--- src/hdl/bgd_pkg.sv ---
// Package for the button gesture detector: sizes, register indexes,
// sequencer states and the result record.
// No dependencies.
package bgd_pkg;

  // Default build parameters
  localparam int BGD_SLOTS      = 4;
  localparam int BGD_TICK_WIDTH = 32;

  // Number of slots that have configuration registers
  localparam int BGD_REG_SLOTS  = 4;
  localparam int BGD_REG_IDX_W  = 2;

  // Field widths
  localparam int BGD_TIME_W     = 32;
  localparam int BGD_DELAY_W    = 16;
  localparam int BGD_COUNT_W    = 8;
  localparam int BGD_CFG_IDX_W  = 3;
  localparam int BGD_CFG_DATA_W = 32;

  // Configuration register indexes
  typedef enum logic [BGD_CFG_IDX_W-1:0] {
    REG_SLOT_ENABLE  = 3'd0,
    REG_SLOT_DELAY_A = 3'd1,
    REG_SLOT_DELAY_B = 3'd2,
    REG_SLOT_DELAY_C = 3'd3,
    REG_SLOT_DELAY_D = 3'd4,
    REG_SLOT_COUNTS  = 3'd5
  } bgd_reg_t;

  // Sequencer states
  typedef enum logic [1:0] {
    ST_IDLE,
    ST_READ,
    ST_EVAL,
    ST_FINISH
  } bgd_state_t;

  // One result item
  typedef struct packed {
    logic                  released;
    logic [BGD_TIME_W-1:0] press_duration;
    logic                  fired;
    logic [1:0]            fired_slot;
  } bgd_result_t;

endpackage

--- src/hdl/bgd_if.sv ---
// Handshake channels of the button gesture detector: edge input,
// result output and configuration write.
// Depends on bgd_pkg.
interface bgd_in_if;
  logic                          valid;
  logic                          ready;
  logic [bgd_pkg::BGD_TIME_W-1:0] edge_time;

  modport source (output valid, output edge_time, input ready);
  modport sink   (input valid, input edge_time, output ready);
endinterface

interface bgd_out_if;
  logic                          valid;
  logic                          ready;
  logic                          released;
  logic [bgd_pkg::BGD_TIME_W-1:0] press_duration;
  logic                          fired;
  logic [1:0]                    fired_slot;

  modport source (output valid, output released, output press_duration,
                  output fired, output fired_slot, input ready);
  modport sink   (input valid, input released, input press_duration,
                  input fired, input fired_slot, output ready);
endinterface

interface bgd_cfg_if;
  logic                              valid;
  logic                              ready;
  logic [bgd_pkg::BGD_CFG_IDX_W-1:0]  index;
  logic [bgd_pkg::BGD_CFG_DATA_W-1:0] data;

  modport source (output valid, output index, output data, input ready);
  modport sink   (input valid, input index, input data, output ready);
endinterface

--- src/hdl/button_gesture_detector_unit.sv ---
// Button gesture detector top level: multi-press and long-press slots.
// Depends on bgd_pkg and the channel interfaces in bgd_if.sv.
//
//   channel     dir  payload                                           
//   edge_in     in   edge_time                                         
//   result_out  out  released, press_duration, fired, fired_slot       
//   cfg         in   index, data (always ready)                        
//
// Press: result loaded into the output register in the finish state; next
// edge taken only back in idle. Release: walks the slots, a read then an
// evaluation each (with a write for multi-press slots), then finishes the
// same way; the walk stops at the first slot that fires.
// Reset clears control state and the memory's valid bits at once, no clearing
// pass. A stalled output holds the next result in the finish state.
module button_gesture_detector_unit #(
  parameter int SLOTS      = bgd_pkg::BGD_SLOTS,
  parameter int TICK_WIDTH = bgd_pkg::BGD_TICK_WIDTH
) (
  input  logic      clk,
  input  logic      rst,
  bgd_in_if.sink    edge_in,
  bgd_out_if.source result_out,
  bgd_cfg_if.sink   cfg
);
  import bgd_pkg::*;

  localparam int NS    = (SLOTS < BGD_REG_SLOTS) ? SLOTS : BGD_REG_SLOTS;
  localparam int IDX_W = (NS > 1) ? $clog2(NS) : 1;
  localparam int TW    = TICK_WIDTH;
  localparam int ENT_W = 1 + BGD_COUNT_W + TW;

  // Configuration registers
  logic [BGD_REG_SLOTS-1:0]         slot_enable;
  logic [BGD_DELAY_W-1:0]           slot_delay [BGD_REG_SLOTS];
  logic [BGD_REG_SLOTS*BGD_COUNT_W-1:0] slot_counts;

  // Control and datapath registers
  bgd_state_t     state, state_next;
  logic           button_down;
  logic [TW-1:0]  press_start;
  logic [TW-1:0]  t_now;
  logic [TW-1:0]  t_dur;
  logic [IDX_W-1:0] slot_idx;
  bgd_result_t    pend;
  bgd_result_t    out_res;
  logic           out_valid;

  // Slot memory: {window_open, press_count, window_start}
  logic [ENT_W-1:0] slot_mem [NS];
  logic [NS-1:0]    ent_valid;
  logic [ENT_W-1:0] rdata;
  logic             rd_valid;

  // Combinational signals
  logic             in_take;
  logic             load_out;
  logic [TW-1:0]    now_in;
  logic [TW-1:0]    dur_in;
  logic [BGD_REG_IDX_W-1:0] sel;
  logic             sel_en;
  logic [BGD_COUNT_W-1:0] target;
  logic [TW-1:0]    delay_t;
  logic             e_open;
  logic [BGD_COUNT_W-1:0] e_cnt;
  logic [TW-1:0]    e_start;
  logic [TW-1:0]    st_eff;
  logic [TW-1:0]    diff;
  logic [BGD_COUNT_W-1:0] cnt_inc;
  logic             mem_we;
  logic [ENT_W-1:0] mem_wdata;
  logic             slot_fire;
  logic             last_slot;
  logic             eval_done;

  // Configuration writes; indexes beyond the list are dropped
  assign cfg.ready = 1'b1;

  always_ff @(posedge clk) begin
    if (rst) begin
      slot_enable <= '0;
      slot_counts <= '0;
      for (int k = 0; k < BGD_REG_SLOTS; k++) begin
        slot_delay[k] <= '0;
      end
    end else if (cfg.valid) begin
      unique case (cfg.index)
        REG_SLOT_ENABLE:  slot_enable   <= cfg.data[BGD_REG_SLOTS-1:0];
        REG_SLOT_DELAY_A: slot_delay[0] <= cfg.data[BGD_DELAY_W-1:0];
        REG_SLOT_DELAY_B: slot_delay[1] <= cfg.data[BGD_DELAY_W-1:0];
        REG_SLOT_DELAY_C: slot_delay[2] <= cfg.data[BGD_DELAY_W-1:0];
        REG_SLOT_DELAY_D: slot_delay[3] <= cfg.data[BGD_DELAY_W-1:0];
        REG_SLOT_COUNTS:  slot_counts   <= cfg.data;
        default: ;
      endcase
    end
  end

  // Input timing
  assign now_in = TW'(edge_in.edge_time);
  assign dur_in = now_in - press_start;

  // Next state
  always_comb begin
    state_next = state;
    unique case (state)
      ST_IDLE: begin
        if (edge_in.valid) begin
          state_next = button_down ? ST_READ : ST_FINISH;
        end
      end
      ST_READ:   state_next = ST_EVAL;
      ST_EVAL:   state_next = eval_done ? ST_FINISH : ST_READ;
      ST_FINISH: begin
        if (!out_valid || result_out.ready) begin
          state_next = ST_IDLE;
        end
      end
      default:   state_next = ST_IDLE;
    endcase
  end

  // Sequencer outputs
  always_comb begin
    edge_in.ready = 1'b0;
    load_out      = 1'b0;
    unique case (state)
      ST_IDLE:   edge_in.ready = 1'b1;
      ST_FINISH: load_out      = !out_valid || result_out.ready;
      default: ;
    endcase
  end

  assign in_take = edge_in.valid && edge_in.ready;

  // Slot evaluation on the entry read in the previous cycle
  always_comb begin
    sel       = BGD_REG_IDX_W'(slot_idx);
    sel_en    = slot_enable[sel];
    target    = slot_counts[sel*BGD_COUNT_W +: BGD_COUNT_W];
    delay_t   = TW'(slot_delay[sel]);
    e_open    = rd_valid & rdata[ENT_W-1];
    e_cnt     = rd_valid ? rdata[TW +: BGD_COUNT_W] : '0;
    e_start   = rd_valid ? rdata[TW-1:0] : '0;
    st_eff    = e_open ? e_start : t_now;
    diff      = t_now - st_eff;
    cnt_inc   = e_cnt + 1'b1;
    mem_we    = 1'b0;
    mem_wdata = '0;
    slot_fire = 1'b0;
    if (state == ST_EVAL && sel_en) begin
      if (target != '0) begin
        // multi-press slot: count inside the window, else close it
        mem_we = 1'b1;
        if (diff <= delay_t) begin
          if (cnt_inc == target) begin
            slot_fire = 1'b1;
          end else begin
            mem_wdata = {1'b1, cnt_inc, st_eff};
          end
        end
      end else if (t_dur >= delay_t) begin
        // long-press slot
        slot_fire = 1'b1;
      end
    end
    last_slot = (slot_idx == IDX_W'(NS - 1));
    eval_done = slot_fire || last_slot;
  end

  // Slot memory: one read port, one write port
  always_ff @(posedge clk) begin
    if (mem_we) begin
      slot_mem[slot_idx] <= mem_wdata;
    end
    if (state == ST_READ) begin
      rdata    <= slot_mem[slot_idx];
      rd_valid <= ent_valid[slot_idx];
    end
  end

  always_ff @(posedge clk) begin
    if (rst) begin
      ent_valid <= '0;
    end else if (mem_we) begin
      ent_valid[slot_idx] <= 1'b1;
    end
  end

  // Control registers
  always_ff @(posedge clk) begin
    if (rst) begin
      state       <= ST_IDLE;
      button_down <= 1'b0;
      press_start <= '0;
      out_valid   <= 1'b0;
      slot_idx    <= '0;
    end else begin
      state <= state_next;
      if (in_take) begin
        button_down <= !button_down;
        slot_idx    <= '0;
        if (!button_down) begin
          press_start <= now_in;
        end
      end else if (state == ST_EVAL && !eval_done) begin
        slot_idx <= slot_idx + 1'b1;
      end
      if (load_out) begin
        out_valid <= 1'b1;
      end else if (result_out.ready) begin
        out_valid <= 1'b0;
      end
    end
  end

  // Pending and output result
  always_ff @(posedge clk) begin
    if (in_take) begin
      t_now               <= now_in;
      t_dur               <= dur_in;
      pend.released       <= button_down;
      pend.press_duration <= button_down ? BGD_TIME_W'(dur_in) : '0;
      pend.fired          <= 1'b0;
      pend.fired_slot     <= '0;
    end else if (slot_fire) begin
      pend.fired      <= 1'b1;
      pend.fired_slot <= 2'(slot_idx);
    end
    if (load_out) begin
      out_res <= pend;
    end
  end

  assign result_out.valid          = out_valid;
  assign result_out.released       = out_res.released;
  assign result_out.press_duration = out_res.press_duration;
  assign result_out.fired          = out_res.fired;
  assign result_out.fired_slot     = out_res.fired_slot;

`ifndef SYNTHESIS
  // A fire only ever comes with a release
  a_fire_on_release: assert property (@(posedge clk) disable iff (rst)
    result_out.valid |-> (!result_out.fired || result_out.released))
    else $error("fired result on a press item");

  // Press results carry no duration and no slot
  a_press_clean: assert property (@(posedge clk) disable iff (rst)
    (result_out.valid && !result_out.released) |->
      (result_out.press_duration == '0 && result_out.fired_slot == '0))
    else $error("press result carries data");

  // Walk never runs past the last slot
  a_slot_range: assert property (@(posedge clk) disable iff (rst)
    slot_idx <= IDX_W'(NS - 1))
    else $error("slot index out of range");

  // An accepted item always starts the sequencer
  a_take_starts: assert property (@(posedge clk) disable iff (rst)
    in_take |=> (state == ST_READ || state == ST_FINISH))
    else $error("accepted item not processed");

  // Memory writes only follow a read of the same slot
  a_write_after_read: assert property (@(posedge clk) disable iff (rst)
    mem_we |-> ($past(state) == ST_READ && $stable(slot_idx)))
    else $error("slot write without a matching read");
`endif

endmodule

--- src/flat_wrapper.sv ---
// flat-port wrapper written by rule: the top's interface ports become plain ports
module button_gesture_detector_unit_flat import bgd_pkg::*;
#(
  parameter int SLOTS      = bgd_pkg::BGD_SLOTS,
  parameter int TICK_WIDTH = bgd_pkg::BGD_TICK_WIDTH
)
  (clk, rst, edge_in_valid, edge_in_edge_time, edge_in_ready, result_out_valid, result_out_released, result_out_press_duration, result_out_fired, result_out_fired_slot, result_out_ready, cfg_valid, cfg_index, cfg_data, cfg_ready);
  bgd_in_if edge_in_i ();
  bgd_out_if result_out_i ();
  bgd_cfg_if cfg_i ();
  input  logic clk;
  input  logic rst;
  input wire logic [$bits(edge_in_i.valid)-1:0] edge_in_valid;
  input wire logic [$bits(edge_in_i.edge_time)-1:0] edge_in_edge_time;
  output wire logic [$bits(edge_in_i.ready)-1:0] edge_in_ready;
  output wire logic [$bits(result_out_i.valid)-1:0] result_out_valid;
  output wire logic [$bits(result_out_i.released)-1:0] result_out_released;
  output wire logic [$bits(result_out_i.press_duration)-1:0] result_out_press_duration;
  output wire logic [$bits(result_out_i.fired)-1:0] result_out_fired;
  output wire logic [$bits(result_out_i.fired_slot)-1:0] result_out_fired_slot;
  input wire logic [$bits(result_out_i.ready)-1:0] result_out_ready;
  input wire logic [$bits(cfg_i.valid)-1:0] cfg_valid;
  input wire logic [$bits(cfg_i.index)-1:0] cfg_index;
  input wire logic [$bits(cfg_i.data)-1:0] cfg_data;
  output wire logic [$bits(cfg_i.ready)-1:0] cfg_ready;
  assign edge_in_i.valid = edge_in_valid;
  assign edge_in_i.edge_time = edge_in_edge_time;
  assign edge_in_ready = edge_in_i.ready;
  assign result_out_valid = result_out_i.valid;
  assign result_out_released = result_out_i.released;
  assign result_out_press_duration = result_out_i.press_duration;
  assign result_out_fired = result_out_i.fired;
  assign result_out_fired_slot = result_out_i.fired_slot;
  assign result_out_i.ready = result_out_ready;
  assign cfg_i.valid = cfg_valid;
  assign cfg_i.index = cfg_index;
  assign cfg_i.data = cfg_data;
  assign cfg_ready = cfg_i.ready;
  button_gesture_detector_unit #(.SLOTS(SLOTS), .TICK_WIDTH(TICK_WIDTH)) u_core (.clk(clk), .rst(rst), .edge_in(edge_in_i), .result_out(result_out_i), .cfg(cfg_i));
endmodule
--- config.mk ---
export PLATFORM = sky130hd
export DESIGN_NAME = button_gesture_detector_unit_flat
export DESIGN_NICKNAME = d
export VERILOG_FILES = /design/src/hdl/bgd_pkg.sv /design/src/hdl/bgd_if.sv /design/src/hdl/button_gesture_detector_unit.sv /design/src/flat_wrapper.sv
export SDC_FILE = /design/constraint.sdc
export NUM_CORES = 1
export LEC_CHECK = 0
export BUFFER_PORTS_ARGS = -buffer_cell sky130_fd_sc_hd__buf_4
export CORE_MARGIN = 2
export CORE_UTILIZATION = 45
export DETAILED_ROUTE_END_ITERATION = 10
export PLACE_DENSITY = 0.71
export REMOVE_ABC_BUFFERS = 1
export SKIP_LAST_GASP = 1
export SLEW_MARGIN = 15
export SYNTH_ARGS = -nofsm -noshare
export SYNTH_HDL_FRONTEND = slang
export SYNTH_SLANG_ARGS = --single-unit
--- constraint.sdc ---
create_clock -name clk -period 6.9 [get_ports clk]
set_clock_uncertainty 0.1 [all_clocks]
set_input_delay 0.69 -clock clk [delete_from_list [all_inputs] [get_ports clk]]
set_output_delay 0.69 -clock clk [all_outputs]
set_load 0.05 [all_outputs]
==> out/metrics.csv <==
metric,value,unit
Antenna Cells,0,
Ys Warns,0,
clock-pin slew on the worst setup and hold paths,0.06,ns
top post-synthesis cells by area,"edfxtp_1 53%, dfxtp_1 7.3%, mux4_2 6.6%",
peak supply drop,0.1663,mV
Power Density,278.2,mW/mm²
total gr overflow,0,
Syn Inst Count,1733,
Synth Flop Type,edfxtp_1,
RePlAce Congestion,0.9184,
Routed WL,53.24,mm
CP required,7.23,ns
Tightest Hold Check Type,primary input to flop,
vias after detailed routing,14220,
post-place setup slack,0.3942,ns
hold_buf cts,0,
largest net degree at the start of global routing,83,
CP arrival,6.77,ns
Initial Utilization,45.53,%
DP HPWL,36.24,mm
chip height,229.1,µm
"commonest non-fill, non-tap cell in the layout",edfxtp_1,
Finished Layout Cells,2546,
GRT Total Usage,20.21,%
CP Max Fanout,14,
crit path time final,6.442,ns
Synth top area share,53.08,%
final number of setup-violating endpoints,0,
Worst Max-Slew Pin Slew,1.152,ns
clk buf depth,3,
Cells after DPL,2459,
layout cell share with drive strength beyond 1,17.72,%
Worst-Skew Late Latency,0.58,ns
core area,0.05007,mm²
initial antenna violation count,0,
clk sink count,486,
R2R Setup Slk,0.46,ns
max-cap viol count,0,
Sw Share,25.78,%
worst hold slack,0.2183,ns
Combinational Power Share,15.3,%
number of buffers added on ports,109,
Final Hold Viols,0,
die area,0.05248,mm²
Final Util,51.88,%
Initial DRC Count,1142,
final setup TNS,0,ns
post-route clock period utilization,93.37,%
layout filler cell count,4253,
vias in the first global route,14290,
share of the yosys chip area belonging to registers,60.37,%
Setup WS post-layout,0.4578,ns
num rows,82,
Avg WL per Cell,20.91,µm
crit path launch type,flop,
critical path class,flop to flop,
NumNets Final,2010,
Die X,229.1,µm
clock root cell,clkbuf_16,
Yosys reg bits,486,
Static Leak,9.448,nW
drc violations,0,
Clk pwr share,37.5,%
RSZ-0062 raised after global routing,no,
P_sw,1.863,mW
num ports,111,
status,finished clean,
"area leader, netlist",edfxtp_1,
CP Capture Type,flop,
Achievable Freq,155.2,MHz
TritonCTS clock tree,done,
Via density,5.586,
Inserted Clock Buffers,48,
Yosys cell types,80,
Mean Syn Cell Area,13.15,µm²
Max Slew Vio Count,0,
H-Tree Depth,2,
Max transition margin,23.12,%
cell internal pwr,5.364,mW
Mapped Area,0.02280,mm²
1st-pass router iterations,6,
post-route antenna net violation count,0,
async set or reset register ratio after synthesis,0,%
first-pass GRT wire length,81.56,mm
"EDFF count, synth",403,
sequential power share,47.2,%
area delta synth->final,13.94,%
most frequent cells in the layout,"403 x edfxtp_1, 195 x nand2_1, 135 x a21oi_1",
[per-stage QoR]
step / instance area, µm² / power (mW)
6_report: 25970 / 7.226
5_1_grt: 25970 / 7.522
4_1_cts: 25970 / 7.278
3_5_place_dp: 24330 / 4.564
3_3_place_gp: 24330 / 4.544
2_1_floorplan: 22430 / 4.198
[power by group through the flow]
stage | Sequential, mW | Combinational [mW] | Clock [mW]
5_1_grt | 3.42 | 1.22 | 2.88
2_1_floorplan | 3.49 | 0.713 | 0
3_5_place_dp | 3.47 | 1.09 | 0
3_3_place_gp | 3.47 | 1.08 | 0
4_1_cts | 3.41 | 1.10 | 2.77
6_report | 3.41 | 1.11 | 2.71
[cell families after synthesis]
group	Yosys count	share of synthesized area (%)
fa+ha+maj	101	5.609
mux	106	8.343
flops	486	60.37
xor+xnor	56	2.151
simple gates	532	12.31
buf+inv	144	2.739
compound gates	307	8.463
other cells	1	0.01645
[layout make-up]
class                      count  area, µm²  area share [%]
clock buffer                  60       1319           5.077
clock inverter                27      326.6           1.257
inverter                      69      261.5           1.007
multi-input combinational   1103       8477           32.64
sequential                   486      13770           53.01
tap                          672      840.8           3.237
timing repair buffer         129      980.9           3.777
[registers in the layout, indices dropped and copies added (netlist names), named ones only]
name	flops
u_core.button_down	1
u_core.slot_mem	164
u_core.state	2
u_core.rd_valid	1
u_core.t_now	32
u_core.t_dur	32
u_core.slot_delay	64
u_core.pend	36
u_core.result_out.valid	1
u_core.result_out.press_duration	32
u_core.result_out.fired_slot	2
u_core.sel	2
u_core.press_start	32
u_core.result_out.released	1
u_core.result_out.fired	1
u_core.rdata	41
u_core.ent_valid	4
u_core.slot_counts	32
u_core.slot_enable	4
[critical path, cell delays in order (launching register included)]
cell	delay (ns)
edfxtp_1	0.41
nand2_2	0.24
buf_4	0.26
mux2i_1	0.42
ha_1	0.35
o21a_1	0.13
o211a_1	0.23
a21boi_0	0.29
o21bai_1	0.11
a21oi_1	0.23
xnor2_1	0.10
ha_1	0.28
nand4_1	0.11
or4_1	0.54
nor2_1	0.11
a211o_1	0.12
o2111ai_1	0.08
or4_1	0.54
a311oi_1	0.26
nand4_1	0.20
or4_4	0.67
inv_1	0.23
and3_1	0.25
[path summary, 6_finish.rpt]
check / to / cells after the start / from
max: u_core.slot_mem[3][36] / 22 / u_core.rdata[40]
min: u_core.t_now[10] / 1 / edge_in_edge_time[10]
max reg2reg: u_core.slot_mem[3][36] / 22 / u_core.rdata[40]
min reg2reg: u_core.result_out.press_duration[2] / 0 / u_core.pend[5]
[Yosys cell counts (10+ instances only)]
library cell / n
xnor2_1: 37
ha_1: 99
o21a_1: 18
a211oi_1: 11
nand4_1: 21
o211ai_1: 10
inv_1: 69
edfxtp_1: 403
nand2_1: 196
nor2_4: 30
and2_1: 103
dfxtp_1: 83
mux4_2: 67
a21oi_1: 135
nor2b_1: 14
nor3_1: 15
nor2_1: 73
mux2i_1: 37
xor2_1: 19
nand2b_1: 14
clkbuf_1: 51
a31oi_1: 10
a21o_1: 18
nand3_1: 23
o21ai_0: 43
[metal layers]
layer	GRT usage [%]	vias up	part of all wire (%)	routed length (µm)
met2	34.13	469	49	26010
met3	3.000	68	6.2	3323
met5	0	-	0	0
met1	27.27	7016	43	22760
li1	-	6668	-	-
met4	5.641	0	2.2	1155
[repair_timing]
| item | 4_1_cts | 5_1_grt |
|---|---|---|
| endpoints found under the setup margin | 0 | 103 |
| buffers inserted | 0 | 0 |
| gates resized for setup | 0 | 0 |
No activity file was read; power rests on OpenSTA's default activity.
